**src/hcbc_pkg.sv**
```systemverilog
// Shared types and constants for the HSV color blob centroid unit.
// Used by every module of the block; depends on nothing.
`default_nettype none

package hcbc_pkg;

  localparam int MAX_WIDTH_DEF  = 2048;
  localparam int MAX_HEIGHT_DEF = 2048;
  localparam int NUM_CLASSES    = 4;
  localparam int CLS_IDX_W      = 2;

  localparam int CFG_W      = 12;
  localparam int CFG_ADDR_W = 1;
  localparam logic [CFG_ADDR_W-1:0] REG_FRAME_WIDTH  = 1'b0;
  localparam logic [CFG_ADDR_W-1:0] REG_FRAME_HEIGHT = 1'b1;
  localparam logic [CFG_W-1:0] FRAME_WIDTH_RST  = 12'd640;
  localparam logic [CFG_W-1:0] FRAME_HEIGHT_RST = 12'd480;

  localparam int SUM_W   = 33;
  localparam int TALLY_W = 23;
  localparam int CENT_W  = 11;
  localparam int QDEPTH  = 4;

  localparam int IN_DATA_W  = 24;
  localparam int OUT_DATA_W = 32;

  typedef enum logic [2:0] {
    CLS_NONE   = 3'd0,
    CLS_BLUE   = 3'd1,
    CLS_GREEN  = 3'd2,
    CLS_RED    = 3'd3,
    CLS_YELLOW = 3'd4
  } cls_t;

  typedef enum logic {
    KIND_PIXEL    = 1'b0,
    KIND_CENTROID = 1'b1
  } kind_t;

  typedef enum logic [1:0] {
    ST_IDLE,
    ST_START,
    ST_DIV,
    ST_EMIT
  } back_state_t;

  typedef struct packed {
    cls_t cls;
    logic frame_end;
  } pix_info_t;

endpackage

`default_nettype wire

```
**src/hcbc_front.sv**
```systemverilog
// Front end: pixel classification, raster position tracking and size registers.
// Depends on hcbc_pkg; pushes one request per pixel into the queue.
`default_nettype none

module hcbc_front #(
  parameter int MAX_WIDTH  = hcbc_pkg::MAX_WIDTH_DEF,
  parameter int MAX_HEIGHT = hcbc_pkg::MAX_HEIGHT_DEF,
  parameter int CW         = $clog2(MAX_WIDTH),
  parameter int RW         = $clog2(MAX_HEIGHT)
) (
  input  wire                               clk,
  input  wire                               rst_n,
  input  wire                               cfg_wr_en,
  input  wire  [hcbc_pkg::CFG_ADDR_W-1:0]   cfg_addr,
  input  wire  [hcbc_pkg::CFG_W-1:0]        cfg_wdata,
  input  wire                               in_tvalid,
  output logic                              in_tready,
  input  wire  [hcbc_pkg::IN_DATA_W-1:0]    in_tdata,
  input  wire                               q_full,
  output logic                              q_push,
  output hcbc_pkg::pix_info_t               q_info,
  output logic [CW-1:0]                     q_col,
  output logic [RW-1:0]                     q_row
);
  import hcbc_pkg::*;

  localparam int CWX = (CFG_W > CW + 1) ? CFG_W : CW + 1;
  localparam int RWX = (CFG_W > RW + 1) ? CFG_W : RW + 1;

  logic [CFG_W-1:0] frame_width_r;
  logic [CFG_W-1:0] frame_height_r;
  logic [CW-1:0]    col_r, col_nxt;
  logic [RW-1:0]    row_r, row_nxt;
  logic [CWX-1:0]   w_eff, col_plus;
  logic [RWX-1:0]   h_eff, row_plus;
  logic [7:0]       hue, sat, bri;
  logic             row_end, frame_end;
  cls_t             cls;

  function automatic cls_t classify(input logic [7:0] h, input logic [7:0] s,
                                    input logic [7:0] v);
    cls_t c;
    c = CLS_NONE;
    if (v > 8'd64) begin
      if (h > 8'd90 && h < 8'd110 && s > 8'd120) begin
        c = CLS_BLUE;
      end else if (h > 8'd60 && h < 8'd80 && s > 8'd120) begin
        c = CLS_GREEN;
      end else if (((h > 8'd0 && h < 8'd5) || (h > 8'd160 && h < 8'd180)) &&
                   s > 8'd110) begin
        c = CLS_RED;
      end else if (h > 8'd20 && h < 8'd30 && s > 8'd160) begin
        c = CLS_YELLOW;
      end
    end
    return c;
  endfunction

  always_comb begin
    hue = in_tdata[7:0];
    sat = in_tdata[15:8];
    bri = in_tdata[23:16];
    cls = classify(hue, sat, bri);

    w_eff = CWX'(frame_width_r);
    if (frame_width_r == '0) begin
      w_eff = CWX'(1);
    end else if (CWX'(frame_width_r) > CWX'(MAX_WIDTH)) begin
      w_eff = CWX'(MAX_WIDTH);
    end
    h_eff = RWX'(frame_height_r);
    if (frame_height_r == '0) begin
      h_eff = RWX'(1);
    end else if (RWX'(frame_height_r) > RWX'(MAX_HEIGHT)) begin
      h_eff = RWX'(MAX_HEIGHT);
    end

    col_plus  = CWX'(col_r) + CWX'(1);
    row_plus  = RWX'(row_r) + RWX'(1);
    row_end   = col_plus >= w_eff;
    frame_end = row_end && (row_plus >= h_eff);

    col_nxt = row_end ? '0 : col_plus[CW-1:0];
    row_nxt = row_r;
    if (row_end) begin
      row_nxt = frame_end ? '0 : row_plus[RW-1:0];
    end

    in_tready         = !q_full;
    q_push            = in_tvalid && !q_full;
    q_info.cls        = cls;
    q_info.frame_end  = frame_end;
    q_col             = col_r;
    q_row             = row_r;
  end

  always_ff @(posedge clk) begin
    if (!rst_n) begin
      frame_width_r  <= FRAME_WIDTH_RST;
      frame_height_r <= FRAME_HEIGHT_RST;
      col_r          <= '0;
      row_r          <= '0;
    end else begin
      if (cfg_wr_en && cfg_addr == REG_FRAME_WIDTH) begin
        frame_width_r <= cfg_wdata;
      end
      if (cfg_wr_en && cfg_addr == REG_FRAME_HEIGHT) begin
        frame_height_r <= cfg_wdata;
      end
      if (q_push) begin
        col_r <= col_nxt;
        row_r <= row_nxt;
      end
    end
  end

endmodule

`default_nettype wire

```
**src/hcbc_fifo.sv**
```systemverilog
// Short request queue between the front end and the back end.
// Depends on hcbc_pkg for its depth; data width set by the instantiating module.
`default_nettype none

module hcbc_fifo #(
  parameter int DW    = 8,
  parameter int DEPTH = hcbc_pkg::QDEPTH
) (
  input  wire           clk,
  input  wire           rst_n,
  input  wire           push,
  input  wire  [DW-1:0] din,
  output logic          full,
  input  wire           pop,
  output logic [DW-1:0] dout,
  output logic          empty
);
  import hcbc_pkg::*;

  localparam int AW = (DEPTH > 1) ? $clog2(DEPTH) : 1;

  logic [DW-1:0] mem_r [DEPTH];
  logic [AW-1:0] wr_ptr_r, rd_ptr_r;
  logic [AW:0]   count_r;

  function automatic logic [AW-1:0] ptr_inc(input logic [AW-1:0] p);
    return (p == AW'(DEPTH - 1)) ? '0 : p + AW'(1);
  endfunction

  always_comb begin
    full  = count_r == (AW + 1)'(DEPTH);
    empty = count_r == '0;
    dout  = mem_r[rd_ptr_r];
  end

  always_ff @(posedge clk) begin
    if (push) begin
      mem_r[wr_ptr_r] <= din;
    end
  end

  always_ff @(posedge clk) begin
    if (!rst_n) begin
      wr_ptr_r <= '0;
      rd_ptr_r <= '0;
      count_r  <= '0;
    end else begin
      if (push) begin
        wr_ptr_r <= ptr_inc(wr_ptr_r);
      end
      if (pop) begin
        rd_ptr_r <= ptr_inc(rd_ptr_r);
      end
      if (push && !pop) begin
        count_r <= count_r + (AW + 1)'(1);
      end else if (pop && !push) begin
        count_r <= count_r - (AW + 1)'(1);
      end
    end
  end

  a_no_overflow: assert property (@(posedge clk) disable iff (!rst_n)
    full |-> !push)
    else $error("queue push while full");

  a_no_underflow: assert property (@(posedge clk) disable iff (!rst_n)
    empty |-> !pop)
    else $error("queue pop while empty");

endmodule

`default_nettype wire

```
**src/hcbc_div.sv**
```systemverilog
// Restoring divider, one quotient bit per cycle, for the centroid means.
// Depends on hcbc_pkg for the sum and tally widths.
`default_nettype none

module hcbc_div (
  input  wire                              clk,
  input  wire                              rst_n,
  input  wire                              start,
  input  wire  [hcbc_pkg::SUM_W-1:0]       dividend,
  input  wire  [hcbc_pkg::TALLY_W-1:0]     divisor,
  output logic                             busy,
  output logic [hcbc_pkg::SUM_W-1:0]       quotient
);
  import hcbc_pkg::*;

  localparam int NW = $clog2(SUM_W + 1);

  logic [SUM_W-1:0]   quo_r, quo_nxt;
  logic [TALLY_W-1:0] rem_r, rem_nxt;
  logic [TALLY_W-1:0] div_r;
  logic [NW-1:0]      cnt_r;
  logic               busy_r;
  logic [TALLY_W:0]   trial, diff;
  logic               qbit;

  always_comb begin
    trial   = {rem_r, quo_r[SUM_W-1]};
    diff    = trial - {1'b0, div_r};
    qbit    = trial >= {1'b0, div_r};
    rem_nxt = qbit ? diff[TALLY_W-1:0] : trial[TALLY_W-1:0];
    quo_nxt = {quo_r[SUM_W-2:0], qbit};
    busy     = busy_r;
    quotient = quo_r;
  end

  always_ff @(posedge clk) begin
    if (start) begin
      quo_r <= dividend;
      rem_r <= '0;
      div_r <= divisor;
    end else if (busy_r) begin
      quo_r <= quo_nxt;
      rem_r <= rem_nxt;
    end
  end

  always_ff @(posedge clk) begin
    if (!rst_n) begin
      busy_r <= 1'b0;
      cnt_r  <= '0;
    end else if (start) begin
      busy_r <= 1'b1;
      cnt_r  <= '0;
    end else if (busy_r) begin
      cnt_r <= cnt_r + NW'(1);
      if (cnt_r == NW'(SUM_W - 1)) begin
        busy_r <= 1'b0;
      end
    end
  end

endmodule

`default_nettype wire

```
**src/hcbc_back.sv**
```systemverilog
// Back end: per-class accumulators, pixel results and the frame-end centroid pass.
// Depends on hcbc_pkg and hcbc_div; pops requests from the queue.
`default_nettype none

module hcbc_back #(
  parameter int CW = 11,
  parameter int RW = 11
) (
  input  wire                                clk,
  input  wire                                rst_n,
  input  wire                                q_empty,
  input  hcbc_pkg::pix_info_t                q_info,
  input  wire  [CW-1:0]                      q_col,
  input  wire  [RW-1:0]                      q_row,
  output logic                               q_pop,
  output logic                               out_tvalid,
  input  wire                                out_tready,
  output logic [hcbc_pkg::OUT_DATA_W-1:0]    out_tdata,
  output logic                               out_tuser,
  output logic                               out_tlast
);
  import hcbc_pkg::*;

  back_state_t          state_r, state_nxt;
  logic [CLS_IDX_W-1:0] k_r;
  logic [SUM_W-1:0]     sum_x_r [NUM_CLASSES];
  logic [SUM_W-1:0]     sum_y_r [NUM_CLASSES];
  logic [TALLY_W-1:0]   tally_r [NUM_CLASSES];
  logic [CLS_IDX_W-1:0] acc_idx;
  logic [SUM_W-1:0]     rd_sum_x, rd_sum_y;
  logic [TALLY_W-1:0]   rd_tally;

  logic                 out_valid_r;
  kind_t                out_kind_r;
  logic                 out_mask_r;
  cls_t                 out_cls_r;
  logic [CENT_W-1:0]    out_cx_r, out_cy_r;
  logic                 out_found_r, out_last_r;

  logic                 out_free, div_start, emit, last_cls, acc_clear, accum;
  logic                 busy_x, busy_y;
  logic [SUM_W-1:0]     quo_x, quo_y;

  hcbc_div u_div_x (
    .clk      (clk),
    .rst_n    (rst_n),
    .start    (div_start),
    .dividend (rd_sum_x),
    .divisor  (rd_tally),
    .busy     (busy_x),
    .quotient (quo_x)
  );

  hcbc_div u_div_y (
    .clk      (clk),
    .rst_n    (rst_n),
    .start    (div_start),
    .dividend (rd_sum_y),
    .divisor  (rd_tally),
    .busy     (busy_y),
    .quotient (quo_y)
  );

  always_comb begin
    acc_idx  = (state_r == ST_IDLE) ? CLS_IDX_W'(3'(q_info.cls) - 3'd1) : k_r;
    rd_sum_x = sum_x_r[acc_idx];
    rd_sum_y = sum_y_r[acc_idx];
    rd_tally = tally_r[acc_idx];
    out_free = !out_valid_r || out_tready;
    last_cls = k_r == CLS_IDX_W'(NUM_CLASSES - 1);
  end

  always_comb begin
    state_nxt = state_r;
    case (state_r)
      ST_IDLE: begin
        if (q_pop && q_info.frame_end) begin
          state_nxt = ST_START;
        end
      end
      ST_START: state_nxt = ST_DIV;
      ST_DIV: begin
        if (!busy_x) begin
          state_nxt = ST_EMIT;
        end
      end
      ST_EMIT: begin
        if (out_free) begin
          state_nxt = last_cls ? ST_IDLE : ST_START;
        end
      end
      default: state_nxt = ST_IDLE;
    endcase
  end

  always_comb begin
    q_pop     = (state_r == ST_IDLE) && !q_empty && out_free;
    accum     = q_pop && (q_info.cls != CLS_NONE);
    div_start = state_r == ST_START;
    emit      = (state_r == ST_EMIT) && out_free;
    acc_clear = emit && last_cls;
  end

  always_ff @(posedge clk) begin
    if (!rst_n) begin
      state_r <= ST_IDLE;
      k_r     <= '0;
    end else begin
      state_r <= state_nxt;
      if (emit) begin
        k_r <= last_cls ? '0 : k_r + CLS_IDX_W'(1);
      end
    end
  end

  always_ff @(posedge clk) begin
    if (!rst_n || acc_clear) begin
      for (int i = 0; i < NUM_CLASSES; i++) begin
        sum_x_r[i] <= '0;
        sum_y_r[i] <= '0;
        tally_r[i] <= '0;
      end
    end else if (accum) begin
      sum_x_r[acc_idx] <= rd_sum_x + SUM_W'(q_col);
      sum_y_r[acc_idx] <= rd_sum_y + SUM_W'(q_row);
      tally_r[acc_idx] <= rd_tally + TALLY_W'(1);
    end
  end

  always_ff @(posedge clk) begin
    if (!rst_n) begin
      out_valid_r <= 1'b0;
    end else if (q_pop || emit) begin
      out_valid_r <= 1'b1;
    end else if (out_tready) begin
      out_valid_r <= 1'b0;
    end
  end

  always_ff @(posedge clk) begin
    if (q_pop) begin
      out_kind_r  <= KIND_PIXEL;
      out_mask_r  <= q_info.cls != CLS_NONE;
      out_cls_r   <= q_info.cls;
      out_cx_r    <= '0;
      out_cy_r    <= '0;
      out_found_r <= 1'b0;
      out_last_r  <= !q_info.frame_end;
    end else if (emit) begin
      out_kind_r  <= KIND_CENTROID;
      out_mask_r  <= 1'b0;
      out_cls_r   <= cls_t'(3'(k_r) + 3'd1);
      out_found_r <= rd_tally != '0;
      out_cx_r    <= (rd_tally != '0) ? quo_x[CENT_W-1:0] : '0;
      out_cy_r    <= (rd_tally != '0) ? quo_y[CENT_W-1:0] : '0;
      out_last_r  <= last_cls;
    end
  end

  always_comb begin
    out_tvalid = out_valid_r;
    out_tuser  = out_kind_r;
    out_tlast  = out_last_r;
    out_tdata  = OUT_DATA_W'({out_found_r, out_cy_r, out_cx_r, out_cls_r, out_mask_r});
  end

  a_div_lockstep: assert property (@(posedge clk) disable iff (!rst_n)
    busy_x == busy_y)
    else $error("centroid dividers out of step");

  a_mask_matches_class: assert property (@(posedge clk) disable iff (!rst_n)
    out_valid_r && out_kind_r == KIND_PIXEL |-> out_mask_r == (out_cls_r != CLS_NONE))
    else $error("pixel mask disagrees with class");

  a_centroid_class: assert property (@(posedge clk) disable iff (!rst_n)
    out_valid_r && out_kind_r == KIND_CENTROID |->
      (out_cls_r == CLS_BLUE || out_cls_r == CLS_GREEN ||
       out_cls_r == CLS_RED || out_cls_r == CLS_YELLOW) &&
      (out_last_r == (out_cls_r == CLS_YELLOW)))
    else $error("bad centroid class or last flag");

  a_empty_class_zero: assert property (@(posedge clk) disable iff (!rst_n)
    out_valid_r && !out_found_r |-> out_cx_r == '0 && out_cy_r == '0)
    else $error("empty class with nonzero centroid");

endmodule

`default_nettype wire

```
**src/hsv_color_blob_centroid_unit.sv**
```systemverilog
// HSV color blob centroid unit: top level joining front end, queue and back end.
// Depends on hcbc_pkg, hcbc_front, hcbc_fifo and hcbc_back.
//
// Usage:
//   in_*  : one HSV pixel per request in raster order.
//   out_* : one pixel result (out_tuser = 0) per pixel; after the last pixel
//           of a frame four centroid results (out_tuser = 1) follow for blue,
//           green, red and yellow, the yellow one with out_tlast = 1.
//   cfg_* : frame width (index 0) and frame height (index 1); write while idle.
// Path: an accepted pixel is written into the queue, then popped into the output register.
// Throughput: one pixel per cycle while the queue has room. At a frame end the
//   back end runs two restoring dividers once per class; the 4-entry queue
//   then fills and in_tready stays low until the back end pops again after
//   the last centroid result is loaded.
// Reset: rst_n (synchronous) sets width 640, height 480, position (0,0) and
//   clears the accumulators, the queue and the output valid flag.
// Stall: a result waits in the output register while out_tready is low; the
//   front end keeps taking pixels until the queue is full.
`default_nettype none

module hsv_color_blob_centroid_unit #(
  parameter int MAX_WIDTH  = hcbc_pkg::MAX_WIDTH_DEF,
  parameter int MAX_HEIGHT = hcbc_pkg::MAX_HEIGHT_DEF
) (
  input  wire                               clk,
  input  wire                               rst_n,
  input  wire                               cfg_wr_en,
  input  wire  [hcbc_pkg::CFG_ADDR_W-1:0]   cfg_addr,
  input  wire  [hcbc_pkg::CFG_W-1:0]        cfg_wdata,
  input  wire                               in_tvalid,
  output logic                              in_tready,
  input  wire  [hcbc_pkg::IN_DATA_W-1:0]    in_tdata,   // hue, saturation, brightness
  output logic                              out_tvalid,
  input  wire                               out_tready,
  output logic [hcbc_pkg::OUT_DATA_W-1:0]   out_tdata,  // mask, color_class, centroid_x,
                                                        // centroid_y, found, zero pad
  output logic                              out_tuser,  // kind
  output logic                              out_tlast
);
  import hcbc_pkg::*;

  localparam int CW = $clog2(MAX_WIDTH);
  localparam int RW = $clog2(MAX_HEIGHT);
  localparam int QW = $bits(pix_info_t) + CW + RW;

  logic          q_push, q_pop, q_full, q_empty;
  pix_info_t     f_info, b_info;
  logic [CW-1:0] f_col, b_col;
  logic [RW-1:0] f_row, b_row;
  logic [QW-1:0] q_din, q_dout;

  hcbc_front #(
    .MAX_WIDTH  (MAX_WIDTH),
    .MAX_HEIGHT (MAX_HEIGHT),
    .CW         (CW),
    .RW         (RW)
  ) u_front (
    .clk       (clk),
    .rst_n     (rst_n),
    .cfg_wr_en (cfg_wr_en),
    .cfg_addr  (cfg_addr),
    .cfg_wdata (cfg_wdata),
    .in_tvalid (in_tvalid),
    .in_tready (in_tready),
    .in_tdata  (in_tdata),
    .q_full    (q_full),
    .q_push    (q_push),
    .q_info    (f_info),
    .q_col     (f_col),
    .q_row     (f_row)
  );

  assign q_din = {f_info, f_col, f_row};
  assign {b_info, b_col, b_row} = q_dout;

  hcbc_fifo #(
    .DW    (QW),
    .DEPTH (QDEPTH)
  ) u_fifo (
    .clk   (clk),
    .rst_n (rst_n),
    .push  (q_push),
    .din   (q_din),
    .full  (q_full),
    .pop   (q_pop),
    .dout  (q_dout),
    .empty (q_empty)
  );

  hcbc_back #(
    .CW (CW),
    .RW (RW)
  ) u_back (
    .clk        (clk),
    .rst_n      (rst_n),
    .q_empty    (q_empty),
    .q_info     (b_info),
    .q_col      (b_col),
    .q_row      (b_row),
    .q_pop      (q_pop),
    .out_tvalid (out_tvalid),
    .out_tready (out_tready),
    .out_tdata  (out_tdata),
    .out_tuser  (out_tuser),
    .out_tlast  (out_tlast)
  );

endmodule

`default_nettype wire

```
**config.mk**
```make
export PLATFORM = sky130hd
export DESIGN_NAME = hsv_color_blob_centroid_unit
export DESIGN_NICKNAME = d
export VERILOG_FILES = /design/src/hcbc_pkg.sv /design/src/hcbc_front.sv /design/src/hcbc_fifo.sv /design/src/hcbc_div.sv /design/src/hcbc_back.sv /design/src/hsv_color_blob_centroid_unit.sv
export SDC_FILE = /design/constraint.sdc
export NUM_CORES = 1
export LEC_CHECK = 0
export ABC_AREA = 1
export BUFFER_PORTS_ARGS = -buffer_cell sky130_fd_sc_hd__buf_2
export CORE_AREA = 5 5 248 250
export DETAILED_ROUTE_END_ITERATION = 10
export DIE_AREA = 0 0 253 255
export PLACE_DENSITY = 0.85
export SKIP_LAST_GASP = 1
export SYNTH_ARGS = -nofsm -noshare
export SYNTH_HDL_FRONTEND = slang
export SYNTH_SLANG_ARGS = --single-unit
```
**constraint.sdc**
```tcl
create_clock -name clk -period 11.99 [get_ports clk]
set_input_delay 0.5995 -clock clk [delete_from_list [all_inputs] [get_ports clk]]
set_output_delay 0.5995 -clock clk [all_outputs]
set_load 0.005 [all_outputs]
```
==> impl_metrics.tcl <==
set metrics [dict create \
    grt_max_degree 89 \
    dp_hpwl_mm 57.1 \
    numPlacedInstances 4917 \
    nets 4379 \
    r2r_end "u_back.sum_x_r[2][27]" \
    worst_ep_required_time_ns 12.30 \
    whs_path_depth 3 \
    post-route-period-util_pct 61.1 \
    cp-start-kind "flop" \
    r2r_slack_ns 4.67 \
    dpl_worst_slack_ns 4.94 \
    postCtsSetupBuffers 0 \
    io_pins 78 \
    synthCells 4197 \
    cts.repair.resized 0 \
    final_util_pct 67.3 \
    critPathMaxFanout 47 \
    numCtsBuffers 73 \
    yosysUniqueCellTypes 63 \
    hold_viol_final 0 \
    routed_wl_mm 93.3 \
    setup_viol 0 \
    synth_edf_count 554 \
    drt_iter0_drc 3409 \
    antenna_found_initial 1 \
    crit_arrival_ns 7.64 \
    grt_pass1_wl_mm 146 \
    die_x_um 253 \
    drc_errors 0 \
    holdPathEnd "u_front.frame_height_r[5]" \
    cts-root-buf "clkbuf_16" \
    holdBufCountCts 0 \
    end_kind "flop" \
    insertion_delay_ns 0.62 \
    core_um2 58800 \
    start_util_pct 61.7 \
    cap_violations 0 \
    timing.fmax_ghz 0.137 \
    port_buffers 72 \
    hp-start "cfg_wdata[5]" \
    die_area_um2 64500 \
    max-slew-margin-rel_pct 22.2 \
    first_pass_iters 7 \
    htree_levels 3 \
    gr-total-overflow 0 \
    synth_seq_cells 698 \
    ant_nets 0 \
    cts_tree "done" \
    post-route-min-period_ns 7.32 \
    finalNonFillerCells 5049 \
    synth_flop_cell "edfxtp_1" \
    gp_routability_congestion 0.934 \
    track_usage_pct 28.1 \
    vias 29786 \
    tightest_slew_ns 1.17 \
    path_class "reg -> reg" \
    synthesis.area_um2 36300 \
    path_clk_slew_ns 0.06 \
    rsz0062_at_grt "false" \
    post_drt_wl_per_cell_um 18.5 \
    synth_area_per_cell_um2 8.64 \
    avgViaCountPerCell 5.90 \
    area_growth_pct 9.10 \
    synthArstFlopShare_pct 0 \
    finClkSkew_ns 0.0267 \
    ys_warn_count 0 \
    slew_viol_final 0 \
    clock_tree.buffer_depth 3 \
    fp-row-count 89 \
    layout-drive-gt1-share_pct 7.70 \
    setup_ws_ns 4.67 \
    clock-sinks 698 \
    status "completed" \
    hold_path.class "in -> reg" \
    grt_pass1_vias 28239 \
    synth-seq-area-share_pct 53.8 \
    reg2reg_depth 21 \
    setup_tns_ns 0 \
    die_y_um 255 \
]
## cells in the final DEF, fill, tap and decap left out, types with 9 or more instances in the layout
cell | Yosys | layout
o21ai_0 | 253 | 252
o21a_1 | 9 | 9
nand2_2 | 17 | 18
o21ai_1 | 12 | 12
clkbuf_1 | 100 | 22
dfxtp_1 | 144 | 144
xor2_1 | 44 | 44
buf_2 | 32 | 72
inv_2 | 18 | 20
inv_1 | 530 | 527
ha_1 | 113 | 112
nor2_1 | 618 | 613
clkbuf_16 | 0 | 74
edfxtp_1 | 554 | 554
nor3_1 | 30 | 30
or2_2 | 17 | 17
nand2_1 | 923 | 917
nand3b_1 | 51 | 51
nand4_1 | 26 | 26
o22ai_1 | 30 | 30
a22oi_1 | 21 | 21
nor4_1 | 13 | 13
bufinv_16 | 0 | 9
buf_4 | 13 | 36
a21oi_1 | 154 | 153
o211ai_1 | 20 | 20
xnor2_1 | 17 | 17
a31oi_1 | 28 | 28
nand3_1 | 291 | 291
nor2_2 | 20 | 24
nand3_2 | 13 | 13
## cells by family after synthesis
family / share of synthesized area [%]
AO/OA/AOI/OAI: 8.69
buffers and inverters: 7.97
XOR/XNOR: 1.52
other: 0.0103
AND/OR/NAND/NOR: 23.8
flip-flops: 53.8
adder cells (fa/ha/maj): 4.17
## synth_stat cells, types with 9 or more instances
cell type	count	share of area (%)
a22oi_1	21	0.43
o21ai_1	12	0.17
nor4_1	13	0.22
buf_4	13	0.27
nand3_1	291	4.0
nand3_2	13	0.36
o211ai_1	20	0.41
nand2_1	923	9.6
inv_1	530	5.5
buf_6	13	0.40
buf_2	32	0.44
o22ai_1	30	0.52
a21oi_1	154	2.1
xor2_1	44	1.1
xnor2_1	17	0.41
o21a_1	9	0.19
clkbuf_1	100	1.0
dfxtp_1	144	7.9
nor3_1	30	0.41
o21ai_0	253	3.5
nor2_1	618	6.4
nand2_2	17	0.29
edfxtp_1	554	46
or2_2	17	0.29
a31oi_1	28	0.48
nor2_2	20	0.34
nand4_1	26	0.45
nand3b_1	51	1.1
inv_2	18	0.19
ha_1	113	3.9
## worst max-delay path by stage
stage,start,to,slack [ns],cells after the start
2_1_floorplan,flop,u_back.sum_x_r[3][0],2.93,11
3_3_place_gp,flop,u_back.sum_y_r[1][24],5.16,21
3_5_place_dp,flop,u_back.sum_y_r[2][24],4.94,22
4_1_cts,flop,u_back.sum_x_r[2][27],4.89,21
5_1_grt,flop,u_back.sum_x_r[2][27],4.35,21
6_report,flop,u_back.sum_x_r[2][27],4.67,21
## per-stage QoR
stage | hold WS [ns] | area, µm²
6_report | 0.213 | 39600
4_1_cts | 0.187 | 39600
3_3_place_gp | 0.433 | 37200
2_1_floorplan | 0.427 | 36300
3_5_place_dp | 0.435 | 37200
5_1_grt | 0.218 | 39600
## final cells by class
| class | instances | area [µm²] |
|---|---|---|
| sequential | 698 | 19500 |
| fill | 4401 | 19200 |
| multi-input combinational | 2784 | 14000 |
| inverter | 554 | 2090 |
| clock buffer | 100 | 1990 |
| tap | 773 | 967 |
| timing repair buffer | 108 | 631 |
| clock inverter | 31 | 418 |
| antenna | 1 | 2.50 |
## routing by layer
metal  track usage [%]  wire [µm]  vias to the layer above
li1                  -          -                    13911
met1              36.6      35300                    13819
met2              47.7      44700                     1773
met3              4.32       9520                      283
met4              11.7       3790                        0
met5                 0          0                        -
## critical path, stage by stage (launching register included)
cell and delay, ns:
dfxtp_1 0.88, inv_1 0.66, a32o_1 0.47, ha_1 0.32
o21ai_4 0.16, buf_4 0.54, buf_4 0.49, inv_6 0.28
nor2_4 0.73, a22oi_1 0.21, o21ai_0 0.18, ha_1 0.26
nand2_1 0.09, o21ai_0 0.29, a21oi_1 0.13, nand2_1 0.14
nand2_1 0.14, nor2_1 0.22, nand3_1 0.27, or2_0 0.30
nand3_1 0.16, nor2_1 0.07
## state kept, by name, summed over array words and instances, names as in the netlist, 12 cells and up, named ones only
register and cells:
u_back.tally_r 92, u_back.u_div_x.div_r 23, u_front.frame_height_r 12, u_back.u_div_y.quotient 33
u_back.sum_y_r 132, u_fifo.mem_r 104, u_back.sum_x_r 132, u_front.frame_width_r 12
u_back.u_div_x.rem_r 23, u_back.u_div_y.rem_r 23, u_back.u_div_x.quotient 33
Power is left out: the tool's default activity adds up to more than one toggle a clock period on the data nets, which glitch-free logic cannot reach.
